--- config.mk ---
export PLATFORM = sky130hd
export DESIGN_NAME = serial_frame_deframer_checker_core
export DESIGN_NICKNAME = d
export VERILOG_FILES = /design/src/design/sfd_pkg.sv /design/src/design/serial_frame_deframer_checker_core.sv /design/src/design/sfd_in_reg.sv /design/src/design/sfd_parser.sv /design/src/design/sfd_out_reg.sv
export SDC_FILE = /design/constraint.sdc
export NUM_CORES = 1
export LEC_CHECK = 0
export BUFFER_PORTS_ARGS = -buffer_cell sky130_fd_sc_hd__buf_2
export CORE_UTILIZATION = 54
export CTS_BUF_LIST = sky130_fd_sc_hd__clkbuf_16
export DETAILED_ROUTE_END_ITERATION = 6
export PLACE_DENSITY = 0.75
export SLEW_MARGIN = 30
export SYNTH_ARGS = -nofsm -noshare
export SYNTH_HDL_FRONTEND = slang
export SYNTH_SLANG_ARGS = --single-unit
--- constraint.sdc ---
create_clock -name clk -period 3.84 [get_ports clk]
set_clock_uncertainty 0.1 [all_clocks]
set_input_delay 1.152 -clock clk [delete_from_list [all_inputs] [get_ports clk]]
set_output_delay 1.152 -clock clk [all_outputs]
set_load 0.02 [all_outputs]
--- src/design/sfd_pkg.sv ---
// Shared constants and result type for the serial frame deframer and checker.
package sfd_pkg;

  localparam logic [7:0] SYNC_A = 8'hAA;
  localparam logic [7:0] SYNC_B = 8'h55;

  // Body bytes ahead of the payload: source, destination, ack flag, function
  localparam int unsigned HDR_BYTES = 4;

  typedef enum logic [1:0] {
    ST_OK       = 2'd0,
    ST_TRAILER  = 2'd1,
    ST_CHECKSUM = 2'd2,
    ST_SHORT    = 2'd3
  } frame_status_t;

  typedef struct packed {
    logic          payload_valid;
    logic [7:0]    payload_byte;
    logic          frame_done;
    frame_status_t frame_status;
    logic          ack_wanted;
    logic [7:0]    source_id;
    logic [7:0]    dest_id;
    logic [7:0]    func_code;
  } result_t;

endpackage

--- src/design/serial_frame_deframer_checker_core.sv ---
// Serial frame deframer and checker, top level.
//
// Takes one received byte per transaction and returns exactly one result
// transaction per byte, in order. Frames are AA 55, length L, L body bytes
// (source id, destination id, ack flag, function code, payload), an XOR
// checksum of L and the body, and trailer 55 AA. Payload bytes come out with
// m_tuser set; the last trailer byte comes out with m_tlast set and carries
// the status (trailer error over length-too-short over checksum error), the
// header ids and the ack request. Other bytes give an all-zero result. A
// byte passes from the input register through the combinational parser
// update into the result register, and one byte can be taken every cycle
// while m_tready keeps up. An accepted byte is held in the input register
// while the result register waits on m_tready.
module serial_frame_deframer_checker_core
  import sfd_pkg::*;
(
  input  logic        clk,
  input  logic        rst,
  input  logic        s_tvalid,
  output logic        s_tready,
  input  logic [7:0]  s_tdata,   // [7:0] rx_byte
  output logic        m_tvalid,
  input  logic        m_tready,
  output logic [39:0] m_tdata,   // [7:0] payload_byte, [9:8] frame_status,
                                 // [10] ack_wanted, [18:11] source_id,
                                 // [26:19] dest_id, [34:27] func_code, [39:35] 0
  output logic        m_tuser,   // [0] payload_valid
  output logic        m_tlast    // frame_done
);

  logic       advance;
  logic       in_valid;
  logic [7:0] in_byte;
  logic       step;
  result_t    res;

  assign step = in_valid && advance;

  sfd_in_reg u_in_reg (
    .clk      (clk),
    .rst      (rst),
    .s_tvalid (s_tvalid),
    .s_tready (s_tready),
    .s_tdata  (s_tdata),
    .advance  (advance),
    .in_valid (in_valid),
    .in_byte  (in_byte)
  );

  sfd_parser u_parser (
    .clk     (clk),
    .rst     (rst),
    .step    (step),
    .rx_byte (in_byte),
    .res     (res)
  );

  sfd_out_reg u_out_reg (
    .clk      (clk),
    .rst      (rst),
    .step     (step),
    .res      (res),
    .advance  (advance),
    .m_tvalid (m_tvalid),
    .m_tready (m_tready),
    .m_tdata  (m_tdata),
    .m_tuser  (m_tuser),
    .m_tlast  (m_tlast)
  );

endmodule

--- src/design/sfd_in_reg.sv ---
// Input register: holds one received byte until the parser takes it.
module sfd_in_reg (
  input  logic       clk,
  input  logic       rst,
  input  logic       s_tvalid,
  output logic       s_tready,
  input  logic [7:0] s_tdata,   // [7:0] rx_byte
  input  logic       advance,
  output logic       in_valid,
  output logic [7:0] in_byte
);

  assign s_tready = !in_valid || advance;

  always_ff @(posedge clk) begin
    if (rst) begin
      in_valid <= 1'b0;
    end else if (s_tvalid && s_tready) begin
      in_valid <= 1'b1;
    end else if (advance) begin
      in_valid <= 1'b0;
    end
  end

  always_ff @(posedge clk) begin
    if (s_tvalid && s_tready) begin
      in_byte <= s_tdata;
    end
  end

endmodule

--- src/design/sfd_parser.sv ---
// Frame parser: sync hunt, length/body/checksum/trailer sequencing and status.
module sfd_parser
  import sfd_pkg::*;
(
  input  logic       clk,
  input  logic       rst,
  input  logic       step,
  input  logic [7:0] rx_byte,
  output result_t    res
);

  typedef enum logic [2:0] {
    PH_HUNT,
    PH_GOT_AA,
    PH_LEN,
    PH_BODY,
    PH_CSUM,
    PH_TRL1,
    PH_TRL2
  } phase_t;

  localparam logic [2:0] IDX_MAX = 3'(HDR_BYTES);

  phase_t     phase, phase_next;
  logic [7:0] body_left, body_left_next;
  logic [2:0] body_index, body_index_next;   // saturates once the header is done
  logic [7:0] running_xor, running_xor_next;
  logic       checksum_bad, checksum_bad_next;
  logic       trailer_bad, trailer_bad_next;
  logic [7:0] held_source, held_source_next;
  logic [7:0] held_dest, held_dest_next;
  logic [7:0] held_ack_flag, held_ack_flag_next;
  logic [7:0] held_func, held_func_next;
  logic       tbad;

  always_comb begin
    res                = '0;
    phase_next         = phase;
    body_left_next     = body_left;
    body_index_next    = body_index;
    running_xor_next   = running_xor;
    checksum_bad_next  = checksum_bad;
    trailer_bad_next   = trailer_bad;
    held_source_next   = held_source;
    held_dest_next     = held_dest;
    held_ack_flag_next = held_ack_flag;
    held_func_next     = held_func;
    tbad               = trailer_bad || (rx_byte != SYNC_A);

    case (phase)
      PH_HUNT: begin
        if (rx_byte == SYNC_A) begin
          phase_next = PH_GOT_AA;
        end
      end
      PH_GOT_AA: begin
        if (rx_byte == SYNC_B) begin
          phase_next = PH_LEN;
        end else if (rx_byte != SYNC_A) begin
          phase_next = PH_HUNT;
        end
      end
      PH_LEN: begin
        body_left_next     = rx_byte;
        body_index_next    = '0;
        running_xor_next   = rx_byte;
        checksum_bad_next  = 1'b0;
        trailer_bad_next   = 1'b0;
        held_source_next   = '0;
        held_dest_next     = '0;
        held_ack_flag_next = '0;
        held_func_next     = '0;
        // zero length: the next byte is the checksum
        phase_next = (rx_byte == '0) ? PH_CSUM : PH_BODY;
      end
      PH_BODY: begin
        running_xor_next = running_xor ^ rx_byte;
        case (body_index)
          3'd0:    held_source_next   = rx_byte;
          3'd1:    held_dest_next     = rx_byte;
          3'd2:    held_ack_flag_next = rx_byte;
          3'd3:    held_func_next     = rx_byte;
          default: begin
            res.payload_valid = 1'b1;
            res.payload_byte  = rx_byte;
          end
        endcase
        if (body_index != IDX_MAX) begin
          body_index_next = body_index + 3'd1;
        end
        body_left_next = body_left - 8'd1;
        if (body_left == 8'd1) begin
          phase_next = PH_CSUM;
        end
      end
      PH_CSUM: begin
        checksum_bad_next = (rx_byte != running_xor);
        phase_next        = PH_TRL1;
      end
      PH_TRL1: begin
        if (rx_byte != SYNC_B) begin
          trailer_bad_next = 1'b1;
        end
        phase_next = PH_TRL2;
      end
      PH_TRL2: begin
        trailer_bad_next = tbad;
        res.frame_done   = 1'b1;
        if (tbad) begin
          res.frame_status = ST_TRAILER;
        end else if (body_index != IDX_MAX) begin
          res.frame_status = ST_SHORT;
        end else if (checksum_bad) begin
          res.frame_status = ST_CHECKSUM;
        end else begin
          res.frame_status = ST_OK;
        end
        res.ack_wanted = (res.frame_status == ST_OK) && (held_ack_flag != '0);
        res.source_id  = held_source;
        res.dest_id    = held_dest;
        res.func_code  = held_func;
        phase_next     = PH_HUNT;
      end
      default: begin
        phase_next = PH_HUNT;
      end
    endcase
  end

  always_ff @(posedge clk) begin
    if (rst) begin
      phase        <= PH_HUNT;
      body_left    <= '0;
      body_index   <= '0;
      checksum_bad <= 1'b0;
      trailer_bad  <= 1'b0;
    end else if (step) begin
      phase        <= phase_next;
      body_left    <= body_left_next;
      body_index   <= body_index_next;
      checksum_bad <= checksum_bad_next;
      trailer_bad  <= trailer_bad_next;
    end
  end

  always_ff @(posedge clk) begin
    if (step) begin
      running_xor   <= running_xor_next;
      held_source   <= held_source_next;
      held_dest     <= held_dest_next;
      held_ack_flag <= held_ack_flag_next;
      held_func     <= held_func_next;
    end
  end

endmodule

--- src/design/sfd_out_reg.sv ---
// Result register driving the master-side stream.
module sfd_out_reg
  import sfd_pkg::*;
(
  input  logic        clk,
  input  logic        rst,
  input  logic        step,
  input  result_t     res,
  output logic        advance,
  output logic        m_tvalid,
  input  logic        m_tready,
  output logic [39:0] m_tdata,
  output logic        m_tuser,
  output logic        m_tlast
);

  result_t held;

  assign advance = !m_tvalid || m_tready;

  always_ff @(posedge clk) begin
    if (rst) begin
      m_tvalid <= 1'b0;
    end else if (advance) begin
      m_tvalid <= step;
    end
  end

  always_ff @(posedge clk) begin
    if (advance && step) begin
      held <= res;
    end
  end

  assign m_tuser = held.payload_valid;
  assign m_tlast = held.frame_done;
  assign m_tdata = {5'd0, held.func_code, held.dest_id, held.source_id,
                    held.ack_wanted, held.frame_status, held.payload_byte};

endmodule

==> flow_metrics.env <==
export IMPL_status="completed"
export IMPL_r2r_start="u_parser.phase[2]"
export IMPL_drt_iter0_markers=134
export IMPL_start_kind="input port"
export IMPL_stdcell_area_mm2=0.00496
export IMPL_post_cts_buffers=0
export IMPL_synth_area_leader_cell="edfxtp_1"
export IMPL_synth_cell_type_count=46
export IMPL_clock_sinks=103
export IMPL_multi_input_area_mm2=0.00131
export IMPL_port_buffers=50
export IMPL_register_area_mm2=0.00291
export IMPL_wl_per_cell_um=15.3
export IMPL_cts_buffers_inserted=9
export IMPL_grt_usage_pct=19.5
export IMPL_dieHeight_um=91.9
export IMPL_synth_seq_area_share_pct=66.7
export IMPL_area_delta_synth_final_pct=13.5
export IMPL_drv_slew=0
export IMPL_synth_area_top_cells="edfxtp_1 58%, dfxtp_1 8.3%, and3_1 3.7%"
export IMPL_antenna_left=0
export IMPL_cp_end_kind="output port"
export IMPL_drc=0
export IMPL_cp_arrival_ns=1.68
export IMPL_rsz0062_at_grt="no"
export IMPL_hpwl_um=4960
export IMPL_cts_max_level=3
export IMPL_overflow=0
export IMPL_r2r_setup_slack_ns=1.21
export IMPL_syn_area_per_cell_um2=12.6
export IMPL_ir_worst_vdd_uv=267
export IMPL_power_density_mw_per_mm2=458
export IMPL_final_net_count=408
export IMPL_ioPinCount=56
export IMPL_ys_top_cells_by_count="85 x edfxtp_1, 26 x and3_1, 26 x nand2_1, 26 x nor2_1, 21 x a21oi_1"
export IMPL_place_area_mm2=0.00464
export IMPL_cts_tree="yes"
export IMPL_min_period_over_period_pct=76.4
export IMPL_tightestPinTransition_ns=0.904
export IMPL_start_util_pct=56.2
export IMPL_setup_viol=0
export IMPL_p_leak_uw=0.00188
export IMPL_endpoint="s_tready"
export IMPL_relSlewSlack_pct=39.6
export IMPL_std_cell_rows=32
export IMPL_gp_congestion=0.833
export IMPL_vias=2677
export IMPL_ys_warnings_count=0
export IMPL_diodes=0
export IMPL_synth_flop_cell="edfxtp_1"
export IMPL_syn_area_mm2=0.00437
export IMPL_routed_via_density=5.40
export IMPL_fin_crit_ns=2.93
export IMPL_yosysMostFrequentCell="edfxtp_1"
export IMPL_cts_hold_fix_buffers=0
export IMPL_cp_required_ns=2.59
export IMPL_fmax_mhz=341
export IMPL_fillers=614
export IMPL_critPathLaunch="m_tready"
export IMPL_fp_dieArea_mm2=0.00845
export IMPL_core_area_mm2=0.00777
export IMPL_setup_tns_ns=0
export IMPL_min_path_type="flop to flop"
export IMPL_routed_wl_um=7580
export IMPL_synth_top_area_share_pct=58.5
export IMPL_first_pass_iters=4
export IMPL_grt_max_degree=40
export IMPL_worst_r2r_endpoint="u_parser.held_dest[7]"
export IMPL_antenna_found_initial=0
export IMPL_critPathKind="input port to output port"
export IMPL_synth_edff_count=85
export IMPL_drv_cap=0
export IMPL_cts_resized=0
export IMPL_maxUsedRoutingLayer="met4"
export IMPL_cp_max_fo=3
export IMPL_clk_pin_slew_ns=0.07
export IMPL_cts_root_buf="clkbuf_16"
export IMPL_grt_pass1_wl_um=12200
export IMPL_wl_met3_um=326
export IMPL_syn_inst=346
export IMPL_drt_met1_wl_um=3160
export IMPL_finalHoldViolations=0
export IMPL_first_global_vias=2545
export IMPL_met2WireLength_um=3870
export IMPL_rr_worst_depth=3
export IMPL_ys_ff_latch=103
export IMPL_fp_dieW_um=91.9
export IMPL_layout_drive_gt1_share_pct=19.0
export IMPL_clock_path_buffers=2
export IMPL_async_reset_ff_share_pct=0
export IMPL_insertion_delay_ns=0.35
cell families after synthesis:
family	synth area share [%]
simple gates	17.5
flops	66.7
fa+ha+maj	2.01
other cells	0.0859
compound gates	6.65
xor+xnor	3.21
buf+inv	3.78
sequential cells by signal, summed over array words and instances, names as in the netlist:
signal / count
u_parser.held_func: 8
u_parser.running_xor: 8
u_parser.phase: 3
u_in_reg.in_byte: 8
u_parser.checksum_bad: 1
u_out_reg.m_tdata: 35
u_out_reg.m_tuser: 1
u_out_reg.m_tvalid: 1
u_out_reg.m_tlast: 1
u_in_reg.in_valid: 1
u_parser.held_ack_flag: 8
u_parser.body_index: 3
u_parser.held_dest: 8
u_parser.trailer_bad: 1
u_parser.body_left: 8
u_parser.held_source: 8
final cells by class:
class | count | area share, %
sequential | 103 | 58.8
multi-input combinational | 214 | 26.3
timing repair buffer | 52 | 5.35
clock buffer | 9 | 4.54
tap | 102 | 2.58
clock inverter | 7 | 1.74
inverter | 9 | 0.682
worst max-delay path: stages:
cell	delay, ns
buf_2	0.10
nor2b_1	0.18
nand2_1	0.09
buf_2	0.16
per-layer routing:
layer / global-route usage (%) / vias to the layer above
met2: 33.9 / 75
li1: - / 1329
met4: 10.7 / 0
met5: 0 / -
met1: 22.3 / 1255
met3: 4.23 / 18
worst min path at each step:
| stage | end | slack (ns) | cells after the start | startpoint |
|---|---|---|---|---|
| floorplan | u_parser.body_left[1] | 0.34 | 2 | u_parser.body_left[1] |
| finish | u_parser.body_left[1] | 0.38 | 2 | u_parser.body_left[1] |
| detailed placement | u_parser.body_left[1] | 0.36 | 2 | u_parser.body_left[1] |
| CTS | u_parser.body_left[1] | 0.37 | 2 | u_parser.body_left[1] |
| global route | u_parser.body_left[1] | 0.40 | 2 | u_parser.body_left[1] |
| global placement | u_parser.body_left[1] | 0.36 | 2 | u_parser.body_left[1] |
cells in the final DEF (no fill, tap or decap), types with 3 or more instances in the layout:
master	instances
nor4_1	4
and4_1	3
and2_1	19
dfxtp_1	18
xor2_1	8
clkbuf_16	9
edfxtp_1	85
nand2_1	26
conb_1	5
o21ai_0	17
nor3_1	3
or4_1	3
xnor2_1	8
and3_1	26
a21oi_1	21
nand4_1	3
ha_1	7
buf_2	50
nor2b_1	3
inv_1	9
nor2_1	25
nand3_1	4
stage by stage:
step | total power, uW | hold WS [ns] | util [%] | instances | setup WS, ns
after floorplan | 1330 | 0.345 | - | 350 | 0.623
after global placement | 1350 | 0.358 | 59.8 | 480 | 0.915
after detailed placement | 1360 | 0.365 | 59.8 | 480 | 0.844
after CTS | 2290 | 0.375 | 63.8 | 496 | 0.897
after global routing | 2340 | 0.396 | 63.8 | 496 | 0.856
final | 2270 | 0.377 | 63.8 | 496 | 0.905
report_power, final:
part	internal [uW]	leakage [uW]	switching, uW
sequential	1230	0.000991	18.6
clock	520	0.000150	420
combinational	27.2	0.000743	58.3
total	1770	0.00188	497
Note: power is estimated with default switching activity, not from simulation.
